File: src/rtl/utt_pkg.sv
// ----------------------------------------------------------------------------
// utt_pkg
// Shared types, constants and encoding helpers for the UTF-16 to UTF-8
// transcoder.
// ----------------------------------------------------------------------------
package utt_pkg;

	localparam int unsigned UTT_JOB_DEPTH = 4;

	localparam logic [15:0] UTT_HI_FIRST  = 16'hD800;
	localparam logic [15:0] UTT_HI_LAST   = 16'hDBFF;
	localparam logic [15:0] UTT_LO_FIRST  = 16'hDC00;
	localparam logic [15:0] UTT_LO_LAST   = 16'hDFFF;
	localparam logic [20:0] UTT_SUPP_BASE = 21'h10000;

	localparam logic [7:0] UTT_LEAD2 = 8'hC0;
	localparam logic [7:0] UTT_LEAD3 = 8'hE0;
	localparam logic [7:0] UTT_LEAD4 = 8'hF0;
	localparam logic [7:0] UTT_CONT  = 8'h80;
	localparam logic [5:0] UTT_MASK6 = 6'h3F;

	typedef struct packed {
		logic [15:0] code_unit;
		logic        last_unit;
	} utt_in_t;

	typedef struct packed {
		logic [7:0] out_byte;
		logic       run_last;
		logic       string_end;
	} utt_out_t;

	// One queued unit of work: up to two code points and the string end flag
	typedef struct packed {
		logic [20:0] cp_a;
		logic [2:0]  len_a;
		logic [15:0] cp_b;
		logic [2:0]  len_b;
		logic        last;
	} utt_job_t;

	function automatic logic [2:0] utt_len(input logic [20:0] cp);
		logic [2:0] n;
		if (cp < 21'h80) begin
			n = 3'd1;
		end else if (cp < 21'h800) begin
			n = 3'd2;
		end else if (cp < UTT_SUPP_BASE) begin
			n = 3'd3;
		end else begin
			n = 3'd4;
		end
		return n;
	endfunction

	// Byte k of the len-byte UTF-8 sequence of cp
	function automatic logic [7:0] utt_byte(input logic [20:0] cp, input logic [2:0] len,
		input logic [2:0] k);
		logic [7:0] b;
		b = '0;
		case (len)
			3'd1: begin
				b = {1'b0, cp[6:0]};
			end
			3'd2: begin
				case (k)
					3'd0: b = UTT_LEAD2 | {3'b0, cp[10:6]};
					default: b = UTT_CONT | {2'b0, cp[5:0] & UTT_MASK6};
				endcase
			end
			3'd3: begin
				case (k)
					3'd0: b = UTT_LEAD3 | {4'b0, cp[15:12]};
					3'd1: b = UTT_CONT | {2'b0, cp[11:6] & UTT_MASK6};
					default: b = UTT_CONT | {2'b0, cp[5:0] & UTT_MASK6};
				endcase
			end
			default: begin
				case (k)
					3'd0: b = UTT_LEAD4 | {5'b0, cp[20:18]};
					3'd1: b = UTT_CONT | {2'b0, cp[17:12] & UTT_MASK6};
					3'd2: b = UTT_CONT | {2'b0, cp[11:6] & UTT_MASK6};
					default: b = UTT_CONT | {2'b0, cp[5:0] & UTT_MASK6};
				endcase
			end
		endcase
		return b;
	endfunction

endpackage

File: src/rtl/utf16_to_utf8_transcoder_unit.sv
// ----------------------------------------------------------------------------
// utf16_to_utf8_transcoder_unit
// UTF-16 code unit stream in, UTF-8 byte stream out, with surrogate pairing.
// ----------------------------------------------------------------------------
// The block emits one UTF-8 byte per clock cycle while the receiver keeps
// popping. A unit expands to one byte for ASCII, two or three for the rest
// of the basic plane, four for a surrogate pair (two units), and up to six
// when a held high surrogate is flushed ahead of the next unit. The output
// byte register is the limit on rate. Units are accepted back to back while
// the job queue (JOB_DEPTH entries) has room; full rises when it fills. A
// high surrogate that does not end its string is held inside the block and
// produces no bytes until the following unit arrives. A pushed unit passes
// through the job queue and the job register into the output byte register
// before its first byte shows on the result port. run_last marks the final
// byte caused by a unit and string_end the final byte of a string. No
// clearing is needed after reset.
// ----------------------------------------------------------------------------
module utf16_to_utf8_transcoder_unit import utt_pkg::*; #(
	parameter int unsigned JOB_DEPTH = UTT_JOB_DEPTH
) (
	input  logic     clk,
	input  logic     arst_n,
	input  logic     push,
	output logic     full,
	input  utt_in_t  unit_item,
	output logic     empty,
	input  logic     pop,
	output utt_out_t byte_item
);

	logic     accept;
	logic     job_wr;
	utt_job_t job_new;
	logic     job_avail;
	logic     job_take;
	utt_job_t job_head;

	// accept a unit whenever the queue has room
	assign accept = push && !full;

	utt_front u_front (
		.clk       (clk),
		.arst_n    (arst_n),
		.accept    (accept),
		.unit_item (unit_item),
		.job_wr    (job_wr),
		.job       (job_new)
	);

	// decouple classification from byte emission
	utt_job_fifo #(
		.DEPTH (JOB_DEPTH)
	) u_job_fifo (
		.clk      (clk),
		.arst_n   (arst_n),
		.wr       (job_wr),
		.wr_job   (job_new),
		.full     (full),
		.rd       (job_take),
		.nonempty (job_avail),
		.rd_job   (job_head)
	);

	// serialise each job into bytes behind the output register
	utt_back u_back (
		.clk       (clk),
		.arst_n    (arst_n),
		.job_avail (job_avail),
		.job_head  (job_head),
		.job_take  (job_take),
		.empty     (empty),
		.pop       (pop),
		.byte_item (byte_item)
	);

endmodule

File: src/rtl/utt_front.sv
// ----------------------------------------------------------------------------
// utt_front
// Accepts UTF-16 units, pairs surrogates and writes encoding jobs to the queue.
// ----------------------------------------------------------------------------
module utt_front import utt_pkg::*; (
	input  logic     clk,
	input  logic     arst_n,
	input  logic     accept,
	input  utt_in_t  unit_item,
	output logic     job_wr,
	output utt_job_t job
);

	logic       held_valid_q;
	logic [9:0] held_high_q;
	logic       held_valid_d;
	logic [9:0] held_high_d;
	logic       is_hi;
	logic       is_lo;
	logic [15:0] c;

	assign c     = unit_item.code_unit;
	assign is_hi = (c >= UTT_HI_FIRST) && (c <= UTT_HI_LAST);
	assign is_lo = (c >= UTT_LO_FIRST) && (c <= UTT_LO_LAST);

	always_comb begin
		job          = '0;
		job.last     = unit_item.last_unit;
		job_wr       = 1'b0;
		held_valid_d = held_valid_q;
		held_high_d  = held_high_q;
		if (accept) begin
			if (held_valid_q && is_lo) begin
				job.cp_a     = 21'({held_high_q, c[9:0]}) + UTT_SUPP_BASE;
				job.len_a    = 3'd4;
				job_wr       = 1'b1;
				held_valid_d = 1'b0;
			end else begin
				// flush the held surrogate on its own
				if (held_valid_q) begin
					job.cp_a  = 21'(UTT_HI_FIRST | {6'b0, held_high_q});
					job.len_a = 3'd3;
					job_wr    = 1'b1;
				end
				if (is_hi && !unit_item.last_unit) begin
					held_valid_d = 1'b1;
					held_high_d  = c[9:0];
				end else begin
					held_valid_d = 1'b0;
					job_wr       = 1'b1;
					if (held_valid_q) begin
						job.cp_b  = c;
						job.len_b = utt_len(21'(c));
					end else begin
						job.cp_a  = 21'(c);
						job.len_a = utt_len(21'(c));
					end
				end
			end
		end
	end

	always_ff @(posedge clk or negedge arst_n) begin
		if (!arst_n) begin
			held_valid_q <= 1'b0;
			held_high_q  <= '0;
		end else begin
			held_valid_q <= held_valid_d;
			held_high_q  <= held_high_d;
		end
	end

	a_last_never_held: assert property (@(posedge clk) disable iff (!arst_n)
		accept && unit_item.last_unit |=> !held_valid_q)
		else $error("last unit left a surrogate held");

endmodule

File: src/rtl/utt_job_fifo.sv
// ----------------------------------------------------------------------------
// utt_job_fifo
// Short queue of encoding jobs between the front and back parts.
// ----------------------------------------------------------------------------
module utt_job_fifo import utt_pkg::*; #(
	parameter int unsigned DEPTH = UTT_JOB_DEPTH
) (
	input  logic     clk,
	input  logic     arst_n,
	input  logic     wr,
	input  utt_job_t wr_job,
	output logic     full,
	input  logic     rd,
	output logic     nonempty,
	output utt_job_t rd_job
);

	localparam int unsigned PTR_W = (DEPTH > 1) ? $clog2(DEPTH) : 1;
	localparam int unsigned CNT_W = $clog2(DEPTH + 1);

	utt_job_t           mem_q [DEPTH];
	logic [PTR_W-1:0]   wr_ptr_q;
	logic [PTR_W-1:0]   rd_ptr_q;
	logic [CNT_W-1:0]   count_q;

	assign full     = (count_q == CNT_W'(DEPTH));
	assign nonempty = (count_q != '0);
	assign rd_job   = mem_q[rd_ptr_q];

	always_ff @(posedge clk) begin
		if (wr) begin
			mem_q[wr_ptr_q] <= wr_job;
		end
	end

	always_ff @(posedge clk or negedge arst_n) begin
		if (!arst_n) begin
			wr_ptr_q <= '0;
			rd_ptr_q <= '0;
			count_q  <= '0;
		end else begin
			if (wr) begin
				wr_ptr_q <= (wr_ptr_q == PTR_W'(DEPTH - 1)) ? '0 : wr_ptr_q + 1'b1;
			end
			if (rd) begin
				rd_ptr_q <= (rd_ptr_q == PTR_W'(DEPTH - 1)) ? '0 : rd_ptr_q + 1'b1;
			end
			case ({wr, rd})
				2'b10:   count_q <= count_q + 1'b1;
				2'b01:   count_q <= count_q - 1'b1;
				default: count_q <= count_q;
			endcase
		end
	end

	a_no_overflow: assert property (@(posedge clk) disable iff (!arst_n)
		!(wr && full) && !(rd && !nonempty))
		else $error("job queue written when full or read when empty");

endmodule

File: src/rtl/utt_back.sv
// ----------------------------------------------------------------------------
// utt_back
// Takes queued jobs and emits their UTF-8 bytes one per cycle while popped.
// ----------------------------------------------------------------------------
module utt_back import utt_pkg::*; (
	input  logic     clk,
	input  logic     arst_n,
	input  logic     job_avail,
	input  utt_job_t job_head,
	output logic     job_take,
	output logic     empty,
	input  logic     pop,
	output utt_out_t byte_item
);

	utt_job_t   job_q;
	logic       busy_q;
	logic [2:0] idx_q;
	logic       out_valid_q;
	utt_out_t   out_q;

	logic       advance;
	logic       is_final;
	logic       in_a;
	logic [2:0] total;
	logic [2:0] k;
	logic [2:0] seg_len;
	logic [20:0] seg_cp;
	utt_out_t   byte_next;

	assign total    = job_q.len_a + job_q.len_b;
	assign is_final = (idx_q == total - 3'd1);
	assign in_a     = (idx_q < job_q.len_a);
	assign k        = in_a ? idx_q : idx_q - job_q.len_a;
	assign seg_len  = in_a ? job_q.len_a : job_q.len_b;
	assign seg_cp   = in_a ? job_q.cp_a : 21'(job_q.cp_b);

	assign advance  = busy_q && (!out_valid_q || pop);
	assign job_take = job_avail && (!busy_q || (advance && is_final));

	always_comb begin
		byte_next.out_byte   = utt_byte(seg_cp, seg_len, k);
		byte_next.run_last   = is_final;
		byte_next.string_end = is_final && job_q.last;
	end

	assign empty     = !out_valid_q;
	assign byte_item = out_q;

	always_ff @(posedge clk) begin
		if (job_take) begin
			job_q <= job_head;
		end
		if (advance) begin
			out_q <= byte_next;
		end
	end

	always_ff @(posedge clk or negedge arst_n) begin
		if (!arst_n) begin
			busy_q      <= 1'b0;
			idx_q       <= '0;
			out_valid_q <= 1'b0;
		end else begin
			if (advance) begin
				out_valid_q <= 1'b1;
			end else if (pop) begin
				out_valid_q <= 1'b0;
			end
			if (job_take) begin
				busy_q <= 1'b1;
				idx_q  <= '0;
			end else if (advance && is_final) begin
				busy_q <= 1'b0;
			end else if (advance) begin
				idx_q <= idx_q + 3'd1;
			end
		end
	end

	a_idx_in_range: assert property (@(posedge clk) disable iff (!arst_n)
		busy_q |-> (idx_q < total) && (job_q.len_a != 3'd0))
		else $error("byte index beyond the job");

	a_hold_unpopped: assert property (@(posedge clk) disable iff (!arst_n)
		out_valid_q && !pop |=> out_valid_q && $stable(out_q))
		else $error("waiting byte lost before it was taken");

endmodule

File: config.mk
export PLATFORM = sky130hd
export DESIGN_NAME = utf16_to_utf8_transcoder_unit
export DESIGN_NICKNAME = d
export VERILOG_FILES = /design/src/rtl/utt_pkg.sv /design/src/rtl/utf16_to_utf8_transcoder_unit.sv /design/src/rtl/utt_front.sv /design/src/rtl/utt_job_fifo.sv /design/src/rtl/utt_back.sv
export SDC_FILE = /design/constraint.sdc
export NUM_CORES = 1
export LEC_CHECK = 0
export ABC_AREA = 1
export BUFFER_PORTS_ARGS = -buffer_cell sky130_fd_sc_hd__buf_2
export CORE_ASPECT_RATIO = 0.8
export CORE_UTILIZATION = 49
export CTS_BUF_LIST = sky130_fd_sc_hd__clkbuf_2
export DETAILED_ROUTE_END_ITERATION = 7
export PLACE_DENSITY = 0.65
export SETUP_SLACK_MARGIN = 0.5
export SLEW_MARGIN = 15
export SYNTH_ARGS = -nofsm -noshare
export SYNTH_HDL_FRONTEND = slang
export SYNTH_SLANG_ARGS = --single-unit
File: constraint.sdc
create_clock -name clk -period 7.75 [get_ports clk]
set_input_delay 0.3875 -clock clk [delete_from_list [all_inputs] [get_ports clk]]
set_output_delay 0.3875 -clock clk [all_outputs]
set_load 0.02 [all_outputs]
==> summary.txt, run 1 <==
Routing
  • 1st-iter DRT viols: 530
  • Antenna viol nets, final: 0
  • 1st-pass router iterations: 5
  • Drt total wl: 23.7 mm
  • Via count: 7221
  • Wirelength per Cell: 17.6 um
  • DRC: 0
  • Vias per std cell: 5.36

Die
  • Row cnt: 48
  • Initial Utilization: 49.8%
  • Die area: 0.0225 mm2
  • IO Pins: 33
  • Die width: 168 um
  • Core Region: 0.0216 mm2
  • Die height: 134 um

Final layout
  • P&R area growth vs syn: 11.1%
  • Final #Nets: 1059
  • Layout cells sized above 1: 16.8%
  • Fillers: 1874
  • Final std cells w/o fill: 1346

GRT
  • Vias in the first global route: 6861
  • GR Util met2: 33.9%
  • Global Route Usage Sum: 21.8%
  • Largest net degree at the start of global routing: 91
  • Met1 Use GR: 31.1%
  • Gr ovfl total: 0
  • Met3 Usage GRT: 4.60%
  • First-pass GRT wire length: 37.1 mm
  • Antenna violations before repair: 1
  • Most Used Layer, Global Route: met2

Power
  • Worst IR Drop VDD: 0.256 mV
  • Leak pwr: 0.00460 uW
  • Cell Pwr Density: 467 mW/mm2

Outcome
  • Status: complete, no violations

Clocking
  • Clock latency on the worst-skew pair: 0.90 ns
  • Clock transition at path regs: 0.11 ns
  • Clk root buf: clkbuf_2
  • Bufs on Longest Clock Path: 3
  • Post-CTS Setup Inserts: 0
  • Clk sinks: 248
  • CTS tree: built
  • # H-tree levels: 2
  • Cts bufs inserted: 58

Critical path
  • Worst EP required: 8.53 ns
  • FF-to-FF setup slack: 4.26 ns
  • Crit Path Category: flip-flop to flip-flop
  • Setup crit end kind: flip-flop
  • CP Data Arrival Time: 4.27 ns
  • Worst-path maximum fanout: 47
  • Critical path launch point type: flip-flop

Place
  • DP HPWL: 14.0 mm
  • Placed cells: 1215
  • PortBufs: 32
  • Gpl congestion: 0.869

Timing
  • Worst-Margin Slew: 0.926 ns
  • Slew Limit Fails: 0
  • Skew final: 0.109 ns
  • Unrepaired setup endpoints after global routing: no
  • Period utilization: 45.0%
  • Fmax: 0.286 GHz
  • Setup TNS: 0 ns
  • Slew headroom: 38.3%
  • Final setup fails: 0
  • Minimum clock period: 3.49 ns
  • Final hold violation count: 0

Synthesis
  • Synth warn: 0
  • Mapped Avg Cell Area: 11.5 um2
  • Post-synthesis sequential area ratio: 68.3%
  • Syn nets: 973
  • Post-synthesis cell type count: 42
  • Seq cells post-synth: 248
  • Post-synthesis cell area: 0.0107 mm2
  • Synth Instances: 936

Hold path
  • Type of the worst min-delay path: primary input to flip-flop

Flow run
  • Max Cap Viol: 0
[area by class of cell]
class / count / area [um2] / share of cell area [%]
flip-flops and latches: 248 / 7330 / 61.4
inverters: 77 / 289 / 2.42
clock inverters: 23 / 100 / 0.839
diodes: 1 / 2.50 / 0.0210
well taps: 275 / 344 / 2.88
multi-input cells: 573 / 2980 / 25.0
clock buffers: 85 / 425 / 3.56
repair buffers: 64 / 455 / 3.82
[path summary, 6_finish.rpt]
path	to	from	cells past startpoint
max	u_job_fifo.count_q[1]	u_back.job_q[21]	14
min	u_job_fifo.mem_q[3][0]	unit_item[0]	2
max reg2reg	u_job_fifo.count_q[1]	u_back.job_q[21]	14
min reg2reg	u_front.held_high_q[0]	u_front.held_high_q[0]	2
max in group asynchronous	u_job_fifo.wr_ptr_q[1]	arst_n	4
min in group asynchronous	u_front.held_valid_q	arst_n	3
[critical path: stages, from the launching register on]
cell      delay (ns)
edfxtp_1        0.42
inv_1           0.16
ha_1            0.26
inv_1           0.06
ha_1            0.24
xor2_1          0.15
nor3b_1         0.20
nand2_1         0.11
inv_1           0.08
nand2_1         0.09
a21oi_4         0.14
buf_4           0.51
ha_1            0.31
fa_1            0.42
mux2_2          0.27
[synth_stat cells, drive strengths merged]
master / number / area [um2]
edfxtp: 225 / 6760
nand3b: 2 / 15.0
nor3: 13 / 65.1
mux2: 1 / 11.3
a31oi: 1 / 12.5
a21oi: 16 / 83.8
fa: 2 / 40.0
inv: 75 / 282
buf: 10 / 72.6
nor3b: 3 / 22.5
o211ai: 1 / 7.51
or2: 3 / 18.8
o21ai: 138 / 743
xnor2: 5 / 43.8
xor2: 3 / 26.3
clkinv: 2 / 7.51
o22ai: 43 / 269
clkbuf: 28 / 106
dfrtp: 23 / 576
nor2: 130 / 537
ha: 14 / 175
nand4: 2 / 12.5
nand3: 50 / 260
nand2: 145 / 587
nor4: 1 / 12.5
[placed cells by master (no fill, tap or decap), types with 2 or more instances in the layout]
cell             n
nand2_4          3
inv_1           69
nand3b_1         2
nor3_1          13
nor3b_1          3
edfxtp_1       225
buf_2           32
clkinv_2         3
nand2_1        134
buf_4           10
dfrtp_1         22
nor2_1         120
o21ai_0        120
clkinv_1        19
xnor2_1          5
nor2_4           8
clkbuf_2        85
xor2_1           3
fa_1             2
inv_2            7
ha_1            14
o22ai_1         43
nand2_2          8
nand3_1         48
o21ai_1          8
o21ai_4          2
a21oi_1         14
dlygate4sd3_1   22
or2_2            2
nand4_1          2
nand3_2          2
inv_6            2
o21ai_2          8
[per-layer routing]
metal	up-vias	wire length [um]
met4	0	282
met5	-	0
met2	238	10600
met1	3446	11200
met3	29	1650
li1	3508	-
[per-stage QoR]
stage               total power [uW]  util, %  area, um2  setup WS [ns]  hold slack [ns]
detailed placement              4780     51.9      11200           4.21            0.432
global placement                4750     51.9      11200           4.35            0.432
floorplan                       4110        -      10700           2.63           0.0919
CTS                             5610     55.3      11900           4.24            0.216
global route                    6020     55.4      11900           3.95            0.269
finish                          5570     55.4      11900           4.26            0.338
[what timing repair did]
item | in CTS | in global routing
gates resized for setup | 0 | 0
hold buffers | 22 | 0
hold endpoints to repair | 135 | 0
[where the power goes]
part	leakage (uW)	internal, uW	switching (uW)
Clock	0.000405	302	510
Sequential	0.00237	2010	128
Combinational	0.00182	758	1860
Total	0.00460	3070	2500
[flip-flops by register name, indices dropped and copies added (netlist names)]
| signal | cells |
|---|---|
| u_back.byte_item | 10 |
| u_back.out_valid_q | 1 |
| u_job_fifo.mem_q | 172 |
| u_job_fifo.rd_ptr_q | 2 |
| u_job_fifo.count_q | 3 |
| u_back.busy_q | 1 |
| u_back.idx_q | 3 |
| u_back.job_q | 43 |
| u_front.held_high_q | 10 |
| u_front.held_valid_q | 1 |
| u_job_fifo.wr_ptr_q | 2 |
[cell families (layout without fill, tap and decap cells)]
logic type / Yosys count / count (layout) / synth area share, %
buf+inv: 115 / 249 / 4.36
compound gates: 199 / 199 / 10.4
mux: 1 / 1 / 0.105
fa+ha+maj: 16 / 16 / 2.00
simple gates: 349 / 349 / 14.2
xor+xnor: 8 / 8 / 0.652
other cells: 0 / 1 / 0
flops: 248 / 248 / 68.3
(Power assumes the default switching activity.)
==> run 2, diff against run 1 <==
Settings changed: PLACE_DENSITY 0.65 to 0.68.
Clock period 7.75 ns to 3.1 ns, I/O delays scaled along.
==> run 2 against run 1 <==
First-iteration DRC count rose by 18%. Flip-flop and latch count did not move. Die area did not move. Largest cell class unchanged. Final cell count rose by 1.5%. Clock-buffer cell count fell by 1. Critical path type unchanged. Setup slack got worse by 3.9 ns.
==> summary.txt, run 2 (synthesis gave the netlist of run 1 again) <==
Outcome
  • Status: complete, no violations (unchanged)

GRT
  • Largest net degree at the start of global routing: 90 (was 91)
  • Global Route Usage Sum: 21.9% (was 21.8%)
  • Gr ovfl total: 0 (unchanged)
  • Antenna violations before repair: 3 (was 1)
  • Vias in the first global route: 6888 (was 6861)
  • First-pass GRT wire length: 37.3 mm (was 37.1 mm)

Place
  • Pre-CTS setup slack: 0.268 ns (was 4.21 ns)
  • Gpl congestion: 0.888 (was 0.869)
  • PortBufs: 32 (unchanged)
  • Placed cells: 1223 (was 1215)
  • DP HPWL: 14.6 mm (was 14.0 mm)

Routing
  • Wirelength per Cell: 17.8 um (was 17.6 um)
  • Antenna viol nets, final: 0 (unchanged)
  • Vias per std cell: 5.38 (was 5.36)
  • Drt total wl: 24.3 mm (was 23.7 mm)
  • 1st-pass router iterations: 8 (was 5)
  • 1st-iter DRT viols: 627 (was 530)
  • Via count: 7346 (was 7221)
  • DRC: 0 (unchanged)

Clocking
  • Bufs on Longest Clock Path: 3 (unchanged)
  • Clock latency on the worst-skew pair: 0.87 ns (was 0.90 ns)
  • CTS tree: built (unchanged)
  • Clk sinks: 248 (unchanged)
  • Cts bufs inserted: 58 (unchanged)
  • Clock transition at path regs: 0.12 ns (was 0.11 ns)
  • # H-tree levels: 2 (unchanged)
  • Clk root buf: clkbuf_2 (unchanged)

Timing
  • Skew final: 0.0850 ns (was 0.109 ns)
  • Final setup fails: 0 (unchanged)
  • Fmax: 0.368 GHz (was 0.286 GHz)
  • Final hold violation count: 0 (unchanged)
  • Minimum clock period: 2.72 ns (was 3.49 ns)
  • Slew headroom: 40.4% (was 38.3%)
  • Final hold slack: 0.103 ns (was 0.338 ns)
  • Period utilization: 87.7% (was 45.0%)
  • Final WS setup: 0.382 ns (was 4.26 ns)
  • Slew Limit Fails: 0 (unchanged)
  • Unrepaired setup endpoints after global routing: yes (was no)
  • Worst-Margin Slew: 0.894 ns (was 0.926 ns)

Die
  • Die area: 0.0225 mm2 (unchanged)
  • Core Region: 0.0216 mm2 (unchanged)
  • Die width: 168 um (unchanged)
  • Die height: 134 um (unchanged)
  • Row cnt: 48 (unchanged)
  • IO Pins: 33 (unchanged)
  • Initial Utilization: 49.8% (unchanged)

Final layout
  • Max FFs per register: 172 (unchanged)
  • Final #Nets: 1085 (was 1059)
  • Top Registers: u_job_fifo.mem_q x172, u_back.job_q x43 (unchanged)
  • P&R area growth vs syn: 15.0% (was 11.1%)
  • Fillers: 1815 (was 1874)
  • Highest-count cells in the layout ignoring fill and taps: edfxtp_1, nand2_1, nor2_1 (was edfxtp_1, nand2_1, o21ai_0, nor2_1, clkbuf_2)
  • Layout cells sized above 1: 20.8% (was 16.8%)
  • Largest Register: u_job_fifo.mem_q (unchanged)
  • Final std cells w/o fill: 1366 (was 1346)
  • Most common library cell in the layout ignoring fill and taps: edfxtp_1 (unchanged)

Critical path
  • Worst-path maximum fanout: 2 (was 47)
  • Reg2reg start: u_back.job_q[21] (unchanged)
  • Critical path launch point type: flip-flop (unchanged)
  • Worst setup startpoint: u_back.job_q[21] (unchanged)
  • Worst EP required: 3.84 ns (was 8.53 ns)
  • CP Data Arrival Time: 3.46 ns (was 4.27 ns)
  • Crit Path Category: flip-flop to flip-flop (unchanged)
  • Setup crit end kind: flip-flop (unchanged)

Hold path
  • Worst hold start: unit_item[0] (unchanged)
  • Type of the worst min-delay path: primary input to flip-flop (unchanged)

Flow run
  • Max Cap Viol: 0 (unchanged)
==> run 2: cell types whose count changed in the layout (fill, tap and decap cells not counted), moves of 3 or more <==
cell      previous run  this run
buf_12               0         6
buf_4               10        30
clkinv_1            19        14
ha_1                14         9
ha_4                 0         4
inv_1               69        63
inv_2                7        11
nand2_2              8         5
nand2_4              3         6
nand3_1             48        44
nand3_2              2         6
==> run 2: repair_timing <==
| action | 4_1_cts | 5_1_grt |
|---|---|---|
| setup endpoints to repair | 48 | 51 |
| gates resized for setup | 4 | 27 |
| buffers inserted | 5 | 12 |
| gates cloned | 0 | 1 |
| endpoints found under the hold margin | 186 | 0 |
| hold buffers | 22 | 0 |
| pin swaps | 2 | 6 |
==> run 2: per-layer routing <==
layer  up-vias  wire (um)  GRT usage, %
li1       3548          -             -
met1      3463      11300          31.4
met2       286      10700          32.8
met3        45       1880          5.25
met4         4        410          7.03
met5         -         27             0
==> run 2: area by class of cell <==
cell class	instances	area (um2)	share of cell area (%)
sequential	248	7330	59.4
multi-input combinational	573	3140	25.4
timing repair buffer	90	741	5.99
clock buffer	84	420	3.40
tap	275	344	2.78
inverter	77	297	2.40
clock inverter	18	81.3	0.658
antenna	1	2.50	0.0203
==> run 2: final timing paths <==
check	cells past startpoint	slack (ns)	endpoint
min	2	0.10	u_job_fifo.mem_q[1][0]
max reg2reg	13	0.38	u_job_fifo.count_q[1]
max	13	0.38	u_job_fifo.count_q[1]
min reg2reg	1	0.53	u_job_fifo.count_q[0]
max in group asynchronous	4	2.59	u_job_fifo.rd_ptr_q[0]
min in group asynchronous	4	0.34	u_front.held_high_q[4]
==> run 2: through the flow <==
step | TNS [ns] | instance area, um2 | util, %
finish | 0 | 12400 | 57.3
global route | 0 | 12400 | 57.3
CTS | 0 | 12100 | 56.2
detailed placement | 0 | 11300 | 52.6
global placement | 0 | 11300 | 52.6
floorplan | -0.411 | 10800 | -
==> run 2: worst max-delay path, cell delays in order, from the launching register on <==
cell      delay, ns
edfxtp_1       0.43
inv_2          0.10
ha_4           0.20
inv_4          0.06
ha_4           0.19
xor2_1         0.13
nor3b_1        0.19
nand2_1        0.11
inv_2          0.09
nand2_4        0.06
a21oi_4        0.21
ha_4           0.16
fa_2           0.42
mux2_2         0.26
Power of run 2 is not shown: default switching activity piles up to over one toggle a cycle in this logic, so the estimate is an artifact.
